File: src/wdsm_pkg.sv
// Shared types, widths and codes of the weighted drift stability monitor.
package wdsm_pkg;

  localparam int METRIC_W   = 32;
  localparam int IN_W       = 5 * METRIC_W;
  localparam int UNIT_W     = 17;
  localparam int OUT_W      = 136;
  localparam int CFG_IDX_W  = 3;
  localparam int CFG_DATA_W = 32;
  localparam int WEIGHT_W   = 24;
  localparam int LIMIT_W    = 31;

  // Register indexes of the configuration port
  localparam logic [CFG_IDX_W-1:0] REG_W_COHERENCE   = 3'd0;
  localparam logic [CFG_IDX_W-1:0] REG_W_SPECTRAL    = 3'd1;
  localparam logic [CFG_IDX_W-1:0] REG_W_MEMORY      = 3'd2;
  localparam logic [CFG_IDX_W-1:0] REG_CHANGE_LIMIT  = 3'd3;
  localparam logic [CFG_IDX_W-1:0] REG_COST_GAIN     = 3'd4;
  localparam logic [CFG_IDX_W-1:0] REG_JOINT_LIMIT   = 3'd5;
  localparam logic [CFG_IDX_W-1:0] REG_FC_THRESHOLD  = 3'd6;
  localparam logic [CFG_IDX_W-1:0] REG_STEADY_MARGIN = 3'd7;

  typedef enum logic [2:0] {
    MUL_W0,
    MUL_W1,
    MUL_W2,
    MUL_GAIN,
    MUL_LEAK
  } mul_sel_e;

  typedef struct packed {
    logic     load_in;
    logic     mul_en;
    mul_sel_e mul_sel;
    logic     acc_clr;
    logic     acc_en;
    logic     level_en;
    logic     change_en;
    logic     mag_en;
    logic     joint_en;
    logic     cost_en;
    logic     fc_en;
    logic     div_start;
    logic     div_sel;
    logic     steady_en;
    logic     agree_en;
    logic     out_load;
  } cmd_t;

  typedef struct packed {
    logic div_busy;
  } sts_t;

endpackage

File: src/wdsm_div.sv
// Serial restoring divider forming clamp(1 - num / lim, 0, 1), one quotient bit a cycle.
module wdsm_div #(
  parameter int FRAC_BITS = 16
) (
  input  logic                clk_i,
  input  logic                rst_ni,
  input  logic                start_i,
  input  logic [32:0]         num_i,
  input  logic [30:0]         lim_i,
  output logic                busy_o,
  output logic [FRAC_BITS:0]  res_o
);

  localparam int CNT_W = $clog2(FRAC_BITS + 1);
  localparam logic [30:0] ONE = 31'(1) << FRAC_BITS;

  logic [CNT_W-1:0]     cnt_q, cnt_d;
  logic [30:0]          rem_q, rem_d;
  logic [30:0]          lim_q, lim_d;
  logic [FRAC_BITS-1:0] quo_q, quo_d;
  logic                 ge_q, ge_d;
  logic [30:0]          lim_eff;
  logic [31:0]          rem2;
  logic                 fits;

  always_comb begin
    lim_eff = (lim_i == '0) ? ONE : lim_i;
    rem2    = {rem_q, 1'b0};
    fits    = rem2 >= {1'b0, lim_q};
    cnt_d   = cnt_q;
    rem_d   = rem_q;
    lim_d   = lim_q;
    quo_d   = quo_q;
    ge_d    = ge_q;
    if (start_i) begin
      cnt_d = CNT_W'(FRAC_BITS);
      lim_d = lim_eff;
      ge_d  = num_i >= {2'b00, lim_eff};
      rem_d = num_i[30:0];
      quo_d = '0;
    end else if (cnt_q != '0) begin
      cnt_d = cnt_q - 1'b1;
      rem_d = fits ? 31'(rem2 - {1'b0, lim_q}) : rem2[30:0];
      quo_d = {quo_q[FRAC_BITS-2:0], fits};
    end
  end

  always_ff @(posedge clk_i or negedge rst_ni) begin
    if (!rst_ni) begin
      cnt_q <= '0;
    end else begin
      cnt_q <= cnt_d;
    end
  end

  always_ff @(posedge clk_i) begin
    rem_q <= rem_d;
    lim_q <= lim_d;
    quo_q <= quo_d;
    ge_q  <= ge_d;
  end

  assign busy_o = cnt_q != '0;
  // Quotient of one or more clamps to zero
  assign res_o  = ge_q ? '0 : ((FRAC_BITS + 1)'(1) << FRAC_BITS) - {1'b0, quo_q};

endmodule

File: src/wdsm_dp.sv
// Datapath: configuration registers, shared multiplier, level and change, divider, result register.
module wdsm_dp #(
  parameter int FRAC_BITS = 16
) (
  input  logic                            clk_i,
  input  logic                            rst_ni,
  input  logic [wdsm_pkg::IN_W-1:0]       in_data_i,
  input  logic                            cfg_we_i,
  input  logic [wdsm_pkg::CFG_IDX_W-1:0]  cfg_idx_i,
  input  logic [wdsm_pkg::CFG_DATA_W-1:0] cfg_data_i,
  input  wdsm_pkg::cmd_t                  cmd_i,
  output wdsm_pkg::sts_t                  sts_o,
  output logic [wdsm_pkg::OUT_W-1:0]      out_data_o
);
  import wdsm_pkg::*;

  localparam int ACC_W = 58;
  localparam int SW    = FRAC_BITS + 1;

  function automatic logic signed [31:0] sat32(input logic signed [63:0] v);
    if (v > 64'sd2147483647) begin
      sat32 = 32'sh7fffffff;
    end else if (v < -64'sd2147483648) begin
      sat32 = 32'sh80000000;
    end else begin
      sat32 = v[31:0];
    end
  endfunction

  // Configuration
  logic signed [WEIGHT_W-1:0] wc_q, ws_q, wm_q;
  logic [LIMIT_W-1:0]         climit_q, jlimit_q;
  logic [WEIGHT_W-1:0]        gain_q;
  logic signed [31:0]         thr_q;
  logic [UNIT_W-1:0]          margin_q;

  always_ff @(posedge clk_i or negedge rst_ni) begin
    if (!rst_ni) begin
      wc_q     <= WEIGHT_W'(1) << FRAC_BITS;
      ws_q     <= WEIGHT_W'(1) << FRAC_BITS;
      wm_q     <= WEIGHT_W'(1) << FRAC_BITS;
      climit_q <= LIMIT_W'(1) << FRAC_BITS;
      gain_q   <= WEIGHT_W'(1) << FRAC_BITS;
      jlimit_q <= LIMIT_W'(1) << FRAC_BITS;
      thr_q    <= 32'(1) << FRAC_BITS;
      margin_q <= UNIT_W'(1) << (FRAC_BITS - 1);
    end else if (cfg_we_i) begin
      unique case (cfg_idx_i)
        REG_W_COHERENCE:   wc_q     <= cfg_data_i[WEIGHT_W-1:0];
        REG_W_SPECTRAL:    ws_q     <= cfg_data_i[WEIGHT_W-1:0];
        REG_W_MEMORY:      wm_q     <= cfg_data_i[WEIGHT_W-1:0];
        REG_CHANGE_LIMIT:  climit_q <= cfg_data_i[LIMIT_W-1:0];
        REG_COST_GAIN:     gain_q   <= cfg_data_i[WEIGHT_W-1:0];
        REG_JOINT_LIMIT:   jlimit_q <= cfg_data_i[LIMIT_W-1:0];
        REG_FC_THRESHOLD:  thr_q    <= cfg_data_i;
        REG_STEADY_MARGIN: margin_q <= cfg_data_i[UNIT_W-1:0];
        default: ;
      endcase
    end
  end

  // Captured metrics
  logic signed [31:0] coh_q, spe_q, mem_q, anc_q, leak_q;

  always_ff @(posedge clk_i) begin
    if (cmd_i.load_in) begin
      coh_q  <= in_data_i[31:0];
      spe_q  <= in_data_i[63:32];
      mem_q  <= in_data_i[95:64];
      anc_q  <= in_data_i[127:96];
      leak_q <= in_data_i[159:128];
    end
  end

  // Shared multiplier, product registered
  logic signed [32:0]      mul_a, mul_b;
  logic signed [65:0]      prod_full;
  logic signed [63:0]      prod_q;
  logic signed [ACC_W-1:0] acc_q;
  logic [31:0]             mag_q;

  always_comb begin
    unique case (cmd_i.mul_sel)
      MUL_W0: begin
        mul_a = 33'(wc_q);
        mul_b = 33'(coh_q);
      end
      MUL_W1: begin
        mul_a = 33'(ws_q);
        mul_b = 33'(spe_q);
      end
      MUL_W2: begin
        mul_a = 33'(wm_q);
        mul_b = 33'(mem_q);
      end
      MUL_GAIN: begin
        mul_a = {9'b0, gain_q};
        mul_b = {1'b0, mag_q};
      end
      MUL_LEAK: begin
        mul_a = 33'(leak_q);
        mul_b = {1'b0, mag_q};
      end
      default: begin
        mul_a = '0;
        mul_b = '0;
      end
    endcase
    prod_full = mul_a * mul_b;
  end

  always_ff @(posedge clk_i) begin
    if (cmd_i.mul_en) begin
      prod_q <= prod_full[63:0];
    end
    if (cmd_i.acc_clr) begin
      acc_q <= '0;
    end else if (cmd_i.acc_en) begin
      acc_q <= acc_q + $signed(prod_q[ACC_W-1:0]);
    end
  end

  // Level, change and magnitudes
  logic signed [31:0]      level_q, change_q, prior_q;
  logic                    prior_valid_q;
  logic signed [ACC_W-1:0] lvl_shift;
  logic signed [32:0]      diff;
  logic [32:0]             mag_neg, anc_neg;
  logic [31:0]             mag_d, anc_mag;
  logic [32:0]             joint_q;

  always_comb begin
    lvl_shift = acc_q >>> FRAC_BITS;
    diff      = 33'(level_q) - 33'(prior_q);
    mag_neg   = -{change_q[31], change_q};
    anc_neg   = -{anc_q[31], anc_q};
    mag_d     = change_q[31] ? mag_neg[31:0] : change_q;
    anc_mag   = anc_q[31] ? anc_neg[31:0] : anc_q;
  end

  always_ff @(posedge clk_i or negedge rst_ni) begin
    if (!rst_ni) begin
      prior_q       <= '0;
      prior_valid_q <= 1'b0;
    end else if (cmd_i.change_en) begin
      prior_q       <= level_q;
      prior_valid_q <= 1'b1;
    end
  end

  always_ff @(posedge clk_i) begin
    if (cmd_i.level_en) begin
      level_q <= sat32(64'(lvl_shift));
    end
    if (cmd_i.change_en) begin
      change_q <= prior_valid_q ? sat32(64'(diff)) : '0;
    end
    if (cmd_i.mag_en) begin
      mag_q <= mag_d;
    end
    if (cmd_i.joint_en) begin
      joint_q <= {1'b0, mag_q} + {1'b0, anc_mag};
    end
  end

  // Cost and forecast from the shared product
  logic signed [63:0] prod_sh;
  logic [31:0]        cost_q;
  logic signed [31:0] fc_q;

  assign prod_sh = prod_q >>> FRAC_BITS;

  always_ff @(posedge clk_i) begin
    if (cmd_i.cost_en) begin
      cost_q <= (|prod_sh[63:32]) ? 32'hffffffff : prod_sh[31:0];
    end
    if (cmd_i.fc_en) begin
      fc_q <= sat32(prod_sh);
    end
  end

  // Divider for steadiness and agreement
  logic          div_busy;
  logic [SW-1:0] div_res;
  logic [SW-1:0] steady_q, agree_q;

  wdsm_div #(
    .FRAC_BITS (FRAC_BITS)
  ) u_div (
    .clk_i   (clk_i),
    .rst_ni  (rst_ni),
    .start_i (cmd_i.div_start),
    .num_i   (cmd_i.div_sel ? joint_q : {1'b0, mag_q}),
    .lim_i   (cmd_i.div_sel ? jlimit_q : climit_q),
    .busy_o  (div_busy),
    .res_o   (div_res)
  );

  assign sts_o.div_busy = div_busy;

  always_ff @(posedge clk_i) begin
    if (cmd_i.steady_en) begin
      steady_q <= div_res;
    end
    if (cmd_i.agree_en) begin
      agree_q <= div_res;
    end
  end

  // Result register
  logic       cut, hold, backoff;
  logic [OUT_W-1:0] out_q;

  always_comb begin
    cut     = fc_q > thr_q;
    hold    = 32'(steady_q) < 32'(margin_q);
    backoff = mag_q > {1'b0, climit_q};
  end

  always_ff @(posedge clk_i) begin
    if (cmd_i.out_load) begin
      out_q <= {3'b000, backoff, hold, cut, fc_q, UNIT_W'(agree_q), cost_q,
                UNIT_W'(steady_q), change_q};
    end
  end

  assign out_data_o = out_q;

endmodule

File: src/wdsm_ctrl.sv
// Controller: sequences one transaction through the datapath and owns both handshakes.
module wdsm_ctrl (
  input  logic           clk_i,
  input  logic           rst_ni,
  input  logic           in_valid_i,
  output logic           in_ready_o,
  output logic           out_valid_o,
  input  logic           out_ready_i,
  input  wdsm_pkg::sts_t sts_i,
  output wdsm_pkg::cmd_t cmd_o
);
  import wdsm_pkg::*;

  localparam logic [3:0] S_IDLE   = 4'd0;
  localparam logic [3:0] S_MW0    = 4'd1;
  localparam logic [3:0] S_MW1    = 4'd2;
  localparam logic [3:0] S_MW2    = 4'd3;
  localparam logic [3:0] S_ACC    = 4'd4;
  localparam logic [3:0] S_LEVEL  = 4'd5;
  localparam logic [3:0] S_CHANGE = 4'd6;
  localparam logic [3:0] S_MAG    = 4'd7;
  localparam logic [3:0] S_COST   = 4'd8;
  localparam logic [3:0] S_FCM    = 4'd9;
  localparam logic [3:0] S_FCS    = 4'd10;
  localparam logic [3:0] S_DIV0   = 4'd11;
  localparam logic [3:0] S_DIV1S  = 4'd12;
  localparam logic [3:0] S_DIV1   = 4'd13;
  localparam logic [3:0] S_DONE   = 4'd14;

  logic [3:0] state_q, state_d;
  logic       out_valid_q, out_valid_d;
  logic       accept;

  assign in_ready_o = state_q == S_IDLE;
  assign accept     = in_valid_i && in_ready_o;

  always_comb begin
    state_d = state_q;
    cmd_o   = '0;
    unique case (state_q)
      S_IDLE: begin
        if (accept) begin
          cmd_o.load_in = 1'b1;
          state_d       = S_MW0;
        end
      end
      S_MW0: begin
        cmd_o.mul_en  = 1'b1;
        cmd_o.mul_sel = MUL_W0;
        cmd_o.acc_clr = 1'b1;
        state_d       = S_MW1;
      end
      S_MW1: begin
        cmd_o.mul_en  = 1'b1;
        cmd_o.mul_sel = MUL_W1;
        cmd_o.acc_en  = 1'b1;
        state_d       = S_MW2;
      end
      S_MW2: begin
        cmd_o.mul_en  = 1'b1;
        cmd_o.mul_sel = MUL_W2;
        cmd_o.acc_en  = 1'b1;
        state_d       = S_ACC;
      end
      S_ACC: begin
        cmd_o.acc_en = 1'b1;
        state_d      = S_LEVEL;
      end
      S_LEVEL: begin
        cmd_o.level_en = 1'b1;
        state_d        = S_CHANGE;
      end
      S_CHANGE: begin
        cmd_o.change_en = 1'b1;
        state_d         = S_MAG;
      end
      S_MAG: begin
        cmd_o.mag_en = 1'b1;
        state_d      = S_COST;
      end
      S_COST: begin
        // Start the steadiness division alongside the cost product
        cmd_o.mul_en    = 1'b1;
        cmd_o.mul_sel   = MUL_GAIN;
        cmd_o.joint_en  = 1'b1;
        cmd_o.div_start = 1'b1;
        state_d         = S_FCM;
      end
      S_FCM: begin
        cmd_o.cost_en = 1'b1;
        cmd_o.mul_en  = 1'b1;
        cmd_o.mul_sel = MUL_LEAK;
        state_d       = S_FCS;
      end
      S_FCS: begin
        cmd_o.fc_en = 1'b1;
        state_d     = S_DIV0;
      end
      S_DIV0: begin
        if (!sts_i.div_busy) begin
          cmd_o.steady_en = 1'b1;
          state_d         = S_DIV1S;
        end
      end
      S_DIV1S: begin
        cmd_o.div_start = 1'b1;
        cmd_o.div_sel   = 1'b1;
        state_d         = S_DIV1;
      end
      S_DIV1: begin
        cmd_o.div_sel = 1'b1;
        if (!sts_i.div_busy) begin
          cmd_o.agree_en = 1'b1;
          state_d        = S_DONE;
        end
      end
      S_DONE: begin
        // Hold until the result register is free
        if (!out_valid_q || out_ready_i) begin
          cmd_o.out_load = 1'b1;
          state_d        = S_IDLE;
        end
      end
      default: state_d = S_IDLE;
    endcase
  end

  always_comb begin
    out_valid_d = out_valid_q;
    if (cmd_o.out_load) begin
      out_valid_d = 1'b1;
    end else if (out_ready_i) begin
      out_valid_d = 1'b0;
    end
  end

  always_ff @(posedge clk_i or negedge rst_ni) begin
    if (!rst_ni) begin
      state_q     <= S_IDLE;
      out_valid_q <= 1'b0;
    end else begin
      state_q     <= state_d;
      out_valid_q <= out_valid_d;
    end
  end

  assign out_valid_o = out_valid_q;

  a_accept_blocks: assert property (@(posedge clk_i) disable iff (!rst_ni)
    accept |=> !in_ready_o)
    else $error("input accepted twice in a row");

  a_no_overwrite: assert property (@(posedge clk_i) disable iff (!rst_ni)
    cmd_o.out_load |-> (!out_valid_q || out_ready_i))
    else $error("result register overwritten before it was taken");

  a_load_shows: assert property (@(posedge clk_i) disable iff (!rst_ni)
    cmd_o.out_load |=> out_valid_o)
    else $error("loaded result not presented");

  a_div_idle_start: assert property (@(posedge clk_i) disable iff (!rst_ni)
    cmd_o.div_start |-> !sts_i.div_busy)
    else $error("divider started while busy");

endmodule

File: src/weighted_drift_stability_monitor.sv
// Top level of the weighted drift stability monitor: controller plus datapath.
//
//  channel  | direction | handshake                      | payload
//  s_axis   | in        | s_axis_tvalid / s_axis_tready  | s_axis_tdata, five Q16.16 metrics
//  m_axis   | out       | m_axis_tvalid / m_axis_tready  | m_axis_tdata, change, scores, flags
//  cfg      | in        | cfg_we_i (no wait)             | cfg_idx_i, cfg_data_i
//
// A transaction runs through the controller's steps in turn and is paced by
// the serial divider, which produces one quotient bit a cycle for two divisions in turn.
// Reset returns the registers to their defaults and forgets the previous level.
// A finished result waits in the output register; the next transaction is taken
// meanwhile and stalls only in its last step if the result has not yet been taken.
module weighted_drift_stability_monitor #(
  parameter int FRAC_BITS = 16
) (
  input  logic                            clk_i,
  input  logic                            rst_ni,
  input  logic                            s_axis_tvalid,
  output logic                            s_axis_tready,
  // coherence_shift, spectral_shift, memory_change, anchor_shift, leak_level
  input  logic [wdsm_pkg::IN_W-1:0]       s_axis_tdata,
  output logic                            m_axis_tvalid,
  input  logic                            m_axis_tready,
  // step_change, steadiness, change_cost, anchor_agreement, forecast_score,
  // cut_heavy_work, hold_replication, raise_backoff, zero fill
  output logic [wdsm_pkg::OUT_W-1:0]      m_axis_tdata,
  input  logic                            cfg_we_i,
  input  logic [wdsm_pkg::CFG_IDX_W-1:0]  cfg_idx_i,
  input  logic [wdsm_pkg::CFG_DATA_W-1:0] cfg_data_i
);
  import wdsm_pkg::*;

  cmd_t cmd;
  sts_t sts;

  wdsm_ctrl u_ctrl (
    .clk_i       (clk_i),
    .rst_ni      (rst_ni),
    .in_valid_i  (s_axis_tvalid),
    .in_ready_o  (s_axis_tready),
    .out_valid_o (m_axis_tvalid),
    .out_ready_i (m_axis_tready),
    .sts_i       (sts),
    .cmd_o       (cmd)
  );

  wdsm_dp #(
    .FRAC_BITS (FRAC_BITS)
  ) u_dp (
    .clk_i      (clk_i),
    .rst_ni     (rst_ni),
    .in_data_i  (s_axis_tdata),
    .cfg_we_i   (cfg_we_i),
    .cfg_idx_i  (cfg_idx_i),
    .cfg_data_i (cfg_data_i),
    .cmd_i      (cmd),
    .sts_o      (sts),
    .out_data_o (m_axis_tdata)
  );

endmodule

File: config.mk
export PLATFORM = sky130hd
export DESIGN_NAME = weighted_drift_stability_monitor
export DESIGN_NICKNAME = d
export VERILOG_FILES = /design/src/wdsm_pkg.sv /design/src/wdsm_div.sv /design/src/wdsm_dp.sv /design/src/wdsm_ctrl.sv /design/src/weighted_drift_stability_monitor.sv
export SDC_FILE = /design/constraint.sdc
export NUM_CORES = 2
export LEC_CHECK = 0
export ABC_CLOCK_PERIOD_IN_PS = 36300
export BUFFER_PORTS_ARGS = -buffer_cell sky130_fd_sc_hd__buf_2
export CORE_MARGIN = 4
export CORE_UTILIZATION = 50
export CTS_CLUSTER_SIZE = 16
export DETAILED_ROUTE_END_ITERATION = 10
export PLACE_DENSITY_LB_ADDON = 0.15
export RECOVER_POWER = 25
export SYNTH_ARGS = -nofsm -noshare
export SYNTH_HDL_FRONTEND = slang
export SYNTH_SLANG_ARGS = --single-unit
File: constraint.sdc
create_clock -name clk_i -period 36.3 [get_ports clk_i]
set_clock_uncertainty 0.2 [all_clocks]
set_input_delay 1.815 -clock clk_i [delete_from_list [all_inputs] [get_ports clk_i]]
set_output_delay 1.815 -clock clk_i [all_outputs]
set_load 0.02 [all_outputs]
; Yosys cells after proc, flatten, opt, wreduce, memory -nomap -nowiden
; Index checks and enable logic that the tools add are counted.
[classes]
add_sub_neg = 8
n_mul = 1
div_mod_pow = 0
order_cmp = 11
n_eq_ne = 29
shift = 0
n_mux = 42
bitwise_logic = 1
reduce_logical = 25
[op_table]
columns = op, count
row1 = 31-bit 2-to-1 mux, 7
row2 = 33-bit case mux with 5 select lines, 1
row3 = 33-bit case mux with 4 select lines, 1
row4 = 32-bit 2-to-1 mux, 4
row5 = 33-bit by 33-bit multiplier with 64-bit output, 1
row6 = 32-bit negation, 2
row7 = 4-bit case mux with 15 select lines, 1
row8 = 58-bit adder, 1
row9 = "48-bit by 32-bit > comparator with 1-bit output, second input constant", 1
row10 = "48-bit by 32-bit < comparator with 1-bit output, second input constant", 1
row11 = "42-bit by 32-bit > comparator with 1-bit output, second input constant", 1
row12 = "42-bit by 32-bit < comparator with 1-bit output, second input constant", 1
row13 = 32-bit by 32-bit adder with 33-bit output, 1
row14 = 33-bit by 31-bit >= comparator with 1-bit output, 1
row15 = "33-bit by 32-bit > comparator with 1-bit output, second input constant", 1
row16 = "33-bit by 32-bit < comparator with 1-bit output, second input constant", 1
row17 = 33-bit 2-to-1 mux, 1
row18 = 32-bit by 32-bit subtractor with 33-bit output, 1
row19 = 32-bit by 31-bit >= comparator with 1-bit output, 1
row20 = 32-bit by 31-bit > comparator with 1-bit output, 1
row21 = 32-bit > comparator, 1
row22 = 31-bit zero test, 1
row23 = 31-bit subtractor, 1
row24 = "4-bit equality test, second input constant", 7
row25 = 29 further kinds, 77
[totals]
reg_bits = 971
latchBits = 0
mem_bits_rw = 0
romBits = 0
out_inout_bits = 138
n_memories = 0

; Longest topological paths before layout
[depth]
word_depth = 7
ltp_mapped = 39

; Hierarchy
; From an unflattened synthesis, not the netlist that was laid out.
[hier_totals]
hier_cells = 8345
area_unflattened_um2 = 85419.4
[by_module_without_submodules]
columns = module, n_inst, cells_per_inst, area_per_inst_um2
row1 = wdsm_dp, 1, 7543, 78466.5
row2 = wdsm_div, 1, 743, 6505.0
row3 = wdsm_ctrl, 1, 59, 447.9

; Least setup slack after synthesis
; No wires, ideal clock.
[synth_timing]
kind = in2reg
start = input port m_axis_tready
end = register u_dp.out_q[0], in the netlist u_dp.out_data_o[0], enable pin
arrival_ns = 11.573
t_required_ns = 35.285
setup_slack_ns = 23.712
stages = 2
cell_sequence = nand2b_1 nor3b_1
[synth_lines]
columns = item, line_no
row1 = "start, declared", weighted_drift_stability_monitor.sv:23  ; input logic m_axis_tready,
row2 = "end signal, assigned", wdsm_dp.sv:222  ; out_q <= {3'b000, backoff, hold, cut, fc_q, UNIT_W'(agree_q), cost_q,
row3 = "end, declared", wdsm_dp.sv:212  ; logic [OUT_W-1:0] out_q;

; Worst setup path in the final report
[layout_timing]
start = register u_ctrl.state_q[1]
end = register u_dp.prod_q[60] (data pin)
[layout_between]
elab_chain_len = 6
elab_cells_between_ends = 15
[layout_rtl]
columns = item, line_no
row1 = "start, declared", wdsm_ctrl.sv:30  ; logic [3:0] state_q, state_d;
row2 = "start signal, assigned", wdsm_ctrl.sv:142  ; state_q <= state_d;
row3 = 4-bit equality test (tied with other cells), wdsm_ctrl.sv:40  ; unique case (state_q)
row4 = 4-bit case mux with 5 select lines (*), wdsm_ctrl.sv:40
row5 = 3-bit by 2-bit equality test with 1-bit output or 3-bit equality test (tied branches), wdsm_dp.sv:83  ; unique case (cmd_i.mul_sel)
row6 = 2-bit OR reduction (no line), --
row7 = 33-bit case mux with 4 select lines, wdsm_dp.sv:83
row8 = 33-bit by 33-bit multiplier with 64-bit output (*), wdsm_dp.sv:109  ; prod_full = mul_a * mul_b;
row9 = net u_dp.prod_full[60], wdsm_dp.sv:77  ; logic signed [65:0] prod_full;
row10 = "end signal, assigned", wdsm_dp.sv:114  ; prod_q <= prod_full[63:0];
row11 = "end, declared", wdsm_dp.sv:78  ; logic signed [63:0] prod_q;
; The timed path passes the listed nets; every way through them passes the cells marked *.
; A chain may end at the register's enable or synchronous reset.

==> out/qor.yml <==
logic_synthesis:
  yosys_warnings: 0
  synth_area_sq_um: 84100
  synth_edf_count: 647
  syn_inst: 8160
  seq_area_frac_synth: 0.323
  async_reset_ff_frac: 0.257
  ys.flop_type: "edfxtp_1"
  syn_avg_cell_area_sq_um: 10.3
  synth_seq_cells: 971
  ys_types: 87
timing:
  slew_viol_final: 185
  rsz0062_at_grt: "no"
  hold_viol: 0
  tightest_slew_ns: 3.41
  fmax_mhz: 82.5
  setup_viol: 0
  fin_crit_ns: 12.12
  fin_tns_setup_ns: 0
  fin_crit_sh: 0.334
  slew_headroom: -1.28
worst_hold_path:
  whs_path_depth: 0
  hp-class: "reg2reg"
  hold_start: "u_dp.cost_q[6]"
  worstHoldEndpoint: "u_dp.out_data_o[55]"
die:
  ios: 338
  die-height_um: 418
  die_w_um: 418
  start_util: 0.503
  core-area_sq_um: 167000
  die_area_sq_um: 175000
  rows: 150
routing:
  wl_per_cell_um: 25.7
  drc: 0
  drtPass1Iterations: 6
  routed_wl_um: 275000
  route.vias.total: 61700
  routed_via_density: 5.75
  ant_nets: 0
  drt_iter0_drc: 5124
placed_design:
  place.gp.congestion: 0.961
  dp_hpwl_um: 214000
  portBuffers: 334
worst_setup_path:
  rrSetupSlack_ns: 24.18
  critical_path_buf_inv_count: 7
  crit_path_max_incr_delay_ns: 0.92
  required_ns: 36.54
  r2r_start: "u_ctrl.state_q[1]"
  critPathCaptureType: "flip-flop"
  critPathMostFrequentCell: "fa_1"
  r2r_cells: 30
  cp-startpoint: "u_ctrl.state_q[1]"
  path_class: "reg2reg"
  start_kind: "flip-flop"
  crit_fanout: 21
  cp_slowest_cell: "fa_1"
  cp_top_family: "adder cells"
  reg2reg_to: "u_dp.prod_q[60]"
  worstPathArrival_ns: 12.36
clock_network:
  cts_resized: 0
  numCtsBuffers: 106
  clk_latency_ns: 0.79
  cts_max_path_buffers: 3
  postCtsSetupBuffers: 0
  htreeDepth: 3
  clk_pin_slew_ns: 0.06
  cts_hold_buf: 0
  cts_root_buf: "clkbuf_16"
  clock_sinks: 971
  cts_tree: "built"
grt:
  gr-usage-all-layers: 0.317
  grt_max_degree: 97
  grt_overflow: 0
  antenna_found_initial: 17
  grt_pass1_wl_um: 408000
  grt_pass1_vias: 63400
status:
  status: "finished, violations left"
  violations: "max-capacitance violations, max-slew violations"
run:
  cap_violations: 5
final_layout:
  drive_gt1_frac: 0.113
  fin_nets: 10200
  areaGrowthSynthToFinish_pct: 9.68
how the worst max path moves through the flow:
stage	depth (start not counted)	slack, ns	endpoint
global placement	30	24.50	u_dp.prod_q[60]
detailed placement	30	24.31	u_dp.prod_q[60]
CTS	30	24.14	u_dp.prod_q[60]
global route	30	23.33	u_dp.prod_q[60]
floorplan	2	23.71	u_dp.out_data_o[0]
finish	30	24.18	u_dp.prod_q[60]
area by class of cell:
class                      count  area [sq um]
tap                         2204          2760
inverter                    1389          5210
multi-input combinational   5454         50600
fill                       14900         74900
antenna                        8          20.0
clock inverter                77           902
timing repair buffer         488          2720
sequential                   971         27200
clock buffer                 125          2870
metrics by stage:
stage / cell area [sq um] / utilization / instances / hold WS (ns) / setup WS (ns)
after floorplan: 84100 / - / 8162 / 0.200 / 23.71
after global placement: 88600 / 0.530 / 10500 / 0.205 / 24.50
after detailed placement: 88600 / 0.530 / 10500 / 0.205 / 24.31
after CTS: 92400 / 0.552 / 10700 / 0.159 / 24.14
after global routing: 92300 / 0.552 / 10700 / 0.189 / 23.33
final: 92300 / 0.552 / 10700 / 0.163 / 24.18
cells in the mapped netlist, drive strengths merged (12+ instances only):
cell type,count,area [sq um]
nand2,982,3690
o31ai,37,292
nor4,21,131
xnor2,195,1710
a31oi,28,175
edfxtp,647,19400
and4,28,245
a21o,168,1260
fa,1109,22200
buf,46,196
a21oi,314,1580
ha,479,5990
or2,52,328
o41ai,13,121
nand3,70,350
dfrtp,242,6060
or3,28,195
xor2,74,648
and2,17,106
nor2,711,2670
inv,1389,5210
dfxtp,74,1480
a22oi,51,383
o21a,48,360
and3,47,294
o21ai,222,1110
mux2,241,2710
nor3,50,250
a211oi,43,323
mux2i,59,591
clkbuf,302,1130
nand2b,59,377
o21bai,35,263
nor2b,43,269
nand4,81,507
or4,12,97.6
layer usage:
layer  vias up  GRT usage  wire length, um
li1      26900          -                -
met1     31400      0.391           104000
met2      2585      0.516           129000
met3       773     0.0588            20800
met4         4      0.199            21500
met5         -          0               35
placed cells by master (no fill, tap or decap), types with 35 or more instances in the layout:
cell       instances
inv_1           1388
fa_1            1109
nand2_1          979
nor2_1           703
edfxtp_1         647
ha_1             479
a21oi_1          310
buf_2            267
dfrtp_1          242
mux2_2           241
o21ai_0          217
xnor2_1          195
a21o_1           168
buf_4            148
clkbuf_16        110
clkbuf_1          82
nand4_1           81
xor2_1            74
dfxtp_1           74
nand3_1           70
mux2i_1           59
nand2b_1          57
a22oi_1           51
or2_2             51
o21a_1            48
and3_1            47
a211oi_1          43
nor2b_1           43
nor3_1            42
o21bai_1          35
o31ai_1           35
kinds of logic after synthesis:
logic type / synth area share
other: 0.0000446
xor gates and xnor gates: 0.0280
DFF: 0.323
adders and majority gates: 0.335
and+or+nand+nor: 0.116
buffers and inverters: 0.0778
AOI/OAI and AO/OA: 0.0813
muxes: 0.0393
state kept, by name, summed over array words and instances, names as in the netlist, 32 cells and up:
| name | cells |
|---|---|
| u_dp.change_q | 32 |
| u_dp.acc_q | 58 |
| u_dp.coh_q | 32 |
| u_dp.spe_q | 32 |
| u_dp.out_data_o | 133 |
| u_dp.joint_q | 33 |
| u_dp.thr_q | 32 |
| u_dp.mem_q | 32 |
| u_dp.level_q | 32 |
| u_dp.fc_q | 32 |
| u_dp.prior_q | 32 |
| u_dp.leak_q | 32 |
| u_dp.prod_q | 64 |
| u_dp.anc_q | 32 |
| u_dp.mag_q | 32 |
| u_dp.cost_q | 32 |
Power is left out: the tool's default activity adds up to more than one toggle a clock period on the data nets, which glitch-free logic cannot reach.
